File: config.mk
export PLATFORM = sky130hd
export DESIGN_NAME = rst_ctrl
export DESIGN_NICKNAME = d
export VERILOG_FILES = /design/src/design/rst_pkg.sv /design/src/design/rst_ctrl.sv
export SDC_FILE = /design/constraint.sdc
export NUM_CORES = 1
export LEC_CHECK = 0
export BUFFER_PORTS_ARGS = -buffer_cell sky130_fd_sc_hd__clkbuf_2
export CAP_MARGIN = 20
export CELL_PAD_IN_SITES_DETAIL_PLACEMENT = 0
export CELL_PAD_IN_SITES_GLOBAL_PLACEMENT = 1
export CORE_UTILIZATION = 33
export CTS_CLUSTER_SIZE = 30
export DETAILED_ROUTE_END_ITERATION = 10
export PLACE_DENSITY = 0.9
export RECOVER_POWER = 50
export SETUP_SLACK_MARGIN = 0.4
export SLEW_MARGIN = 25
export SYNTH_ARGS = -nofsm -noshare
export SYNTH_HDL_FRONTEND = slang
export SYNTH_SLANG_ARGS = --single-unit
File: constraint.sdc
create_clock -name clock -period 5.6 [get_ports clock]
set_clock_uncertainty 0.05 [all_clocks]
set_input_delay 0.84 -clock clock [delete_from_list [all_inputs] [get_ports clock]]
set_output_delay 0.84 -clock clock [all_outputs]
set_load 0.01 [all_outputs]
File: src/design/rst_pkg.sv
`default_nettype none

package rst_pkg;

   // Physical store
   localparam int STORE_DEPTH = 1024;
   localparam int ADDR_W      = $clog2(STORE_DEPTH);
   localparam int CNT_W       = $clog2(STORE_DEPTH + 1);

   // Field widths fixed by the interface
   localparam int WORD_W  = 32;
   localparam int FIELD_W = 11;
   localparam int CMP_W   = (CNT_W > FIELD_W) ? CNT_W : FIELD_W;

   localparam logic [FIELD_W-1:0] CAP_MAX   = 11'd2047;
   localparam logic [FIELD_W-1:0] CAP_RESET = 11'd10;

   typedef enum logic {
      ACT_PUSH = 1'b0,
      ACT_POP  = 1'b1
   } action_type;

   typedef enum logic [1:0] {
      RSZ_NONE   = 2'd0,
      RSZ_GROW   = 2'd1,
      RSZ_SHRINK = 2'd2
   } resize_type;

   // One access to the stack memory
   typedef struct packed {
      logic              we;
      logic [ADDR_W-1:0] waddr;
      logic [WORD_W-1:0] wdata;
      logic              re;
      logic [ADDR_W-1:0] raddr;
   } mem_req_type;

endpackage

`default_nettype wire

File: src/design/rst_ctrl.sv
`default_nettype none

module rst_ctrl
   import rst_pkg::*;
(
   input  wire logic               clock,
   input  wire logic               reset,
   input  wire logic               accept,
   input  wire logic               action,
   input  wire logic  [WORD_W-1:0] value,
   input  wire logic               csr_we,
   input  wire logic [FIELD_W-1:0] csr_wdata,
   input  wire logic  [WORD_W-1:0] rd_data,
   output mem_req_type             mem_req,
   output logic                    rsp_valid,
   output logic       [WORD_W-1:0] rsp_popped_value,
   output logic                    rsp_empty_error,
   output logic                    rsp_overflow,
   output logic              [1:0] rsp_resized,
   output logic      [FIELD_W-1:0] rsp_capacity_now,
   output logic      [FIELD_W-1:0] rsp_largest_capacity,
   output logic      [FIELD_W-1:0] rsp_item_count
);

   // Tracker state
   logic   [CNT_W-1:0] count_ff, count_in;
   logic [FIELD_W-1:0] cap_ff, cap_in;
   logic [FIELD_W-1:0] peak_ff, peak_in;
   logic               grown_ff, grown_in;

   // Result flags of the transaction in flight
   logic               valid_ff, valid_in;
   logic               pop_ok_ff, pop_ok_in;
   logic               empty_ff, empty_in;
   logic               ovf_ff, ovf_in;
   resize_type         resized_ff, resized_in;

   logic   [CNT_W-1:0] count_dec;
   logic [FIELD_W:0]   cap_dbl;
   logic [FIELD_W-1:0] cap_grow;
   logic [FIELD_W-1:0] cap_restart;
   logic   [CMP_W-1:0] count_wide;
   logic   [CMP_W-1:0] count_dec_wide;
   logic   [CMP_W-1:0] cap_wide;
   logic   [CMP_W-1:0] half_wide;

   assign count_dec      = count_ff - CNT_W'(1);
   assign cap_dbl        = {cap_ff, 1'b0};
   assign cap_grow       = (cap_dbl > {1'b0, CAP_MAX}) ? CAP_MAX : cap_dbl[FIELD_W-1:0];
   assign cap_restart    = (csr_wdata == '0) ? FIELD_W'(1) : csr_wdata;
   assign count_wide     = CMP_W'(count_ff);
   assign count_dec_wide = CMP_W'(count_dec);
   assign cap_wide       = CMP_W'(cap_ff);
   assign half_wide      = CMP_W'(cap_ff >> 1);

   // Work out the next state, the memory access and the result flags
   always_comb begin
      count_in   = count_ff;
      cap_in     = cap_ff;
      peak_in    = peak_ff;
      grown_in   = grown_ff;
      valid_in   = accept;
      pop_ok_in  = 1'b0;
      empty_in   = 1'b0;
      ovf_in     = 1'b0;
      resized_in = RSZ_NONE;
      mem_req    = '{we: 1'b0, waddr: count_ff[ADDR_W-1:0], wdata: value,
                     re: 1'b0, raddr: count_dec[ADDR_W-1:0]};

      if (accept) begin
         unique case (action)
            ACT_PUSH: begin
               if (count_ff == CNT_W'(STORE_DEPTH)) begin
                  ovf_in = 1'b1;
               end else begin
                  if ((count_wide >= cap_wide) && (cap_ff < CAP_MAX)) begin
                     cap_in     = cap_grow;
                     peak_in    = (cap_grow > peak_ff) ? cap_grow : peak_ff;
                     grown_in   = 1'b1;
                     resized_in = RSZ_GROW;
                  end
                  mem_req.we = 1'b1;
                  count_in   = count_ff + CNT_W'(1);
               end
            end
            ACT_POP: begin
               if (count_ff == '0) begin
                  empty_in = 1'b1;
               end else begin
                  mem_req.re = 1'b1;
                  pop_ok_in  = 1'b1;
                  count_in   = count_dec;
                  if (grown_ff && (count_dec_wide < half_wide)) begin
                     cap_in     = cap_ff >> 1;
                     resized_in = RSZ_SHRINK;
                  end
               end
            end
            default: ;
         endcase
      end
   end

   // Hold the tracker state; a register write restarts it
   always_ff @(posedge clock) begin
      if (reset) begin
         count_ff     <= '0;
         cap_ff       <= CAP_RESET;
         peak_ff      <= '0;
         grown_ff     <= 1'b0;
      end else if (csr_we) begin
         count_ff     <= '0;
         cap_ff       <= cap_restart;
         peak_ff      <= '0;
         grown_ff     <= 1'b0;
      end else begin
         count_ff     <= count_in;
         cap_ff       <= cap_in;
         peak_ff      <= peak_in;
         grown_ff     <= grown_in;
      end
   end

   // Advance the result strobe and flags
   always_ff @(posedge clock) begin
      if (reset) begin
         valid_ff   <= 1'b0;
         pop_ok_ff  <= 1'b0;
         empty_ff   <= 1'b0;
         ovf_ff     <= 1'b0;
         resized_ff <= RSZ_NONE;
      end else begin
         valid_ff   <= valid_in;
         pop_ok_ff  <= pop_ok_in;
         empty_ff   <= empty_in;
         ovf_ff     <= ovf_in;
         resized_ff <= resized_in;
      end
   end

   // Present the result; the state registers already hold post-transaction values
   assign rsp_valid            = valid_ff;
   assign rsp_popped_value     = pop_ok_ff ? rd_data : (empty_ff ? '1 : '0);
   assign rsp_empty_error      = empty_ff;
   assign rsp_overflow         = ovf_ff;
   assign rsp_resized          = resized_ff;
   assign rsp_capacity_now     = cap_ff;
   assign rsp_largest_capacity = peak_ff;
   assign rsp_item_count       = count_wide[FIELD_W-1:0];

endmodule

`default_nettype wire

==> results.md <==
* Status: finished clean
* Initial core utilization at 0.3399
* Largest net degree at the start of global routing at 34
* Area of the multi-input gates at about 2300 um^2
* Synth Area in XOR/XNOR at 0.04278
* Fin Setup TNS at 0 ps
* Skew-Pair Late Insertion Delay at 300 ps
* Slew margin rel. at 0.2232
* Total global-route track usage at 0.1819
* Drt first pass iters at 4
* Synth warn at 0
* Top cell by count, worst path: ha_1
* Fmax at around 290 MHz
* Static Leak at 1.932 nW
* Sequential share of power at 0.370
* CP endpoint kind: flip-flop
* CTS clk-pin slew, worst paths at roughly 80 ps
* Min-Delay Path Depth at 2
* H-tree levels at 2
* CTS tree: done
* Post-CTS sizing at 0
* Cell Chain, Critical Path: inv_1 -> ha_1 -> nor4b_4 -> and2_2 -> xor2_1 -> ha_1 -> a21o_1 -> a2111oi_4 -> a221oi_2 -> buf_6 -> mux2_4
* Root buf cell: clkbuf_8
* Reg-to-reg setup timing slack at 2210 ps
* Crit path kind: flip-flop to flip-flop
* Post-synthesis sequential area ratio at 0.2173
* Netlist cell types at 61
* Crit-path max cell delay at 650 ps
* Worst R2R End: rsp_capacity_now[5]
* Core Rows at 38
* Ys flop type: dfxtp_1
* Total number of vias at 3572
* Via density per instance at approximately 5
* Arrival time worst endpoint at ~3500 ps
* Post-route antenna net violation count at 0
* GPL Wtd Cong at 0.8593
* Mapped Nets at 604
* Most used routing layer in global routing: met2
* Synth Cell Area at ~3700 um^2
* Synth Instances at roughly 490
* Complex-gate fraction of the synthesized area at 0.1355
* WL final at 10680 um
* Post-synth EDFFs at 0
* # diodes at 0
* Clock buffer depth at 2
* Hpwl dp at ~8600 um
* Worst setup SP type: flip-flop
* Slew Viols, Final at 0
* Met3 Usage GRT at 0.03935
* Initial DRC Count at 154
* Async SR Flop Fraction at 0
* Final #Nets at roughly 700
* FF+latch count, synth at 40
* Clock power share at 0.217
* Pint at around 0.53 mW
* Die Area at around 12000 um^2
* GR Util met2 at 0.3475
* Port-buffer cells at 139
* Layout cells sized above 1 at 0.2293
* Met1 GRT Util at 0.1955
* Syn Area/Cell at 7.505 um^2
* Most frequent cells in the layout: nand2_1, clkbuf_2, nor2_1
* Post-CTS Hold Fix Bufs at 0
* Antenna violations before repair at 0
* Post-synthesis mux area share at 0.06961
* Synth-to-layout area growth at 11.31%
* WL/cell at 15.10 um
* Core area at 10840 um^2
* Worst Max-Slew Pin Slew at approximately 1200 ps
* Largest family of logic cells by synthesized area: simple AND/OR/NAND/NOR gates
* Worst endpoint required time at approximately 5700 ps
* Cell Pwr Density at between 200 and 250 nW/um^2
* Crit path max-delay cell type: a221oi_2
* Hold WS at around 440 ps
* Tightest Hold Check Type: flip-flop to flip-flop
* Period utilization at 0.6060
* Hold path endpoint: rsp_largest_capacity[10]
* Die Ht at between 100 and 150 um
* Sink Count at 40
* Reg2reg start: rsp_item_count[0]
* Most common cell after layout, fill and taps aside: nand2_1
* VDD IR-drop max at just under 0.09 mV
* Vias in the first global route at between 3000 and 4000
* Unrepaired setup endpoints after global routing: false
* Final setup viols at 0
* Hold Startpoint: rsp_largest_capacity[10]
* Design area at slightly above 4000 um^2
* Setup Fix Bufs, Post-CTS at 0
* Global-route wire length before repair at between 15000 and 20000 um
* DP Area at just over 4000 um^2
* Fraction of the mapped netlist area in adder cells at 0.1121
* Max Fanout on Critical Path at 6
* Worst Reg-to-Reg Cells at 11
* Max-cap violations at 0
* Ports at 204
* Post-Synth Simple-Gate Area at 0.2611
* Number of buffers created by CTS at 5
* Tmin final at between 3000 and 4000 ps
* FF+latch area at ~800 um^2
* Logic pwr share at 0.413
* Drt drc at 0
* GRT overflow at 0
* Hold Fails Final Rpt at 0
* Layout fillers at ~1200
* Sw frac at 0.3857
* Die Span X at roughly 110 um
* Psw at approximately 0.33 mW
[Yosys cell counts (3+ instances only)]
cell type	number	area share
a211oi_1	13	0.026
a21o_1	4	0.0081
a21oi_1	27	0.037
buf_4	46	0.094
buf_6	5	0.015
clkbuf_1	16	0.016
dfxtp_1	40	0.22
ha_1	33	0.11
inv_1	24	0.024
mux2_4	7	0.029
mux2i_1	14	0.038
nand2_1	104	0.11
nand3_1	4	0.0054
nand4_1	7	0.012
nor2_1	53	0.054
nor2b_1	3	0.0051
nor3_1	6	0.0081
o21ai_0	9	0.012
or2_2	9	0.015
xnor2_1	13	0.031
xor2_1	5	0.012
[how the worst max path moves through the flow]
stage,startpoint,endpoint,depth (start not counted)
CTS,pop_ok_ff,rsp_popped_value[3],3
floorplan,rsp_item_count[0],rsp_capacity_now[10],11
finish,rsp_item_count[0],rsp_capacity_now[5],11
global route,rsp_item_count[0],rsp_capacity_now[5],11
global placement,action,rsp_capacity_now[6],6
detailed placement,action,rsp_largest_capacity[5],7
[through the flow]
stage	worst slack [ps]	util	std cells	total power, mW
after CTS	2146	0.3832	707	0.8767
final	2206	0.3783	707	0.8641
after detailed placement	1994	0.3760	700	0.6851
after floorplan	2484	-	491	0.5938
after global placement	2028	0.3750	699	0.6770
after global routing	1952	0.3783	707	0.9290
[routing by layer]
layer / share of wire / wire, um
met1: 0.40 / 4218
met2: 0.51 / 5453
met3: 0.076 / 811
met4: 0.018 / 194
met5: 0 / 0
[registers in the layout, indices dropped and copies added (netlist names)]
| name | cells |
|---|---|
| grown_ff | 1 |
| pop_ok_ff | 1 |
| rsp_capacity_now | 11 |
| rsp_empty_error | 1 |
| rsp_item_count | 11 |
| rsp_largest_capacity | 11 |
| rsp_overflow | 1 |
| rsp_resized | 2 |
| rsp_valid | 1 |
[final cells by class]
class,instances,area share
Multi-Input combinational cell,354,0.5595
Sequential cell,40,0.1952
Timing Repair Buffer,142,0.1617
Tap cell,140,0.04271
Inverter,24,0.02196
Clock buffer,6,0.01769
Clock inverter,1,0.001220
[power groups by stage]
stage / Combinational [mW] / Sequential (mW) / Clock, mW
CTS: 0.361 / 0.319 / 0.196
global route: 0.401 / 0.322 / 0.206
finish: 0.357 / 0.319 / 0.188
global placement: 0.352 / 0.325 / 0
floorplan: 0.274 / 0.320 / 0
detailed placement: 0.359 / 0.326 / 0
[cell families (layout without fill, tap and decap cells)]
family	Yosys count	count (layout)
mux	22	22
compound gates	72	72
xor+xnor	18	18
fa+ha+maj	33	33
flops	40	40
buf+inv	97	173
simple gates	209	209
[critical path: cells and delay by family, from the launching register on]
family | cells | cell delay (ps)
compound gates | 3 | 890
fa+ha+maj | 2 | 640
flops | 1 | 430
buf+inv | 2 | 410
simple gates | 2 | 390
mux | 1 | 310
xor+xnor | 1 | 160
(Power assumes the default switching activity.)
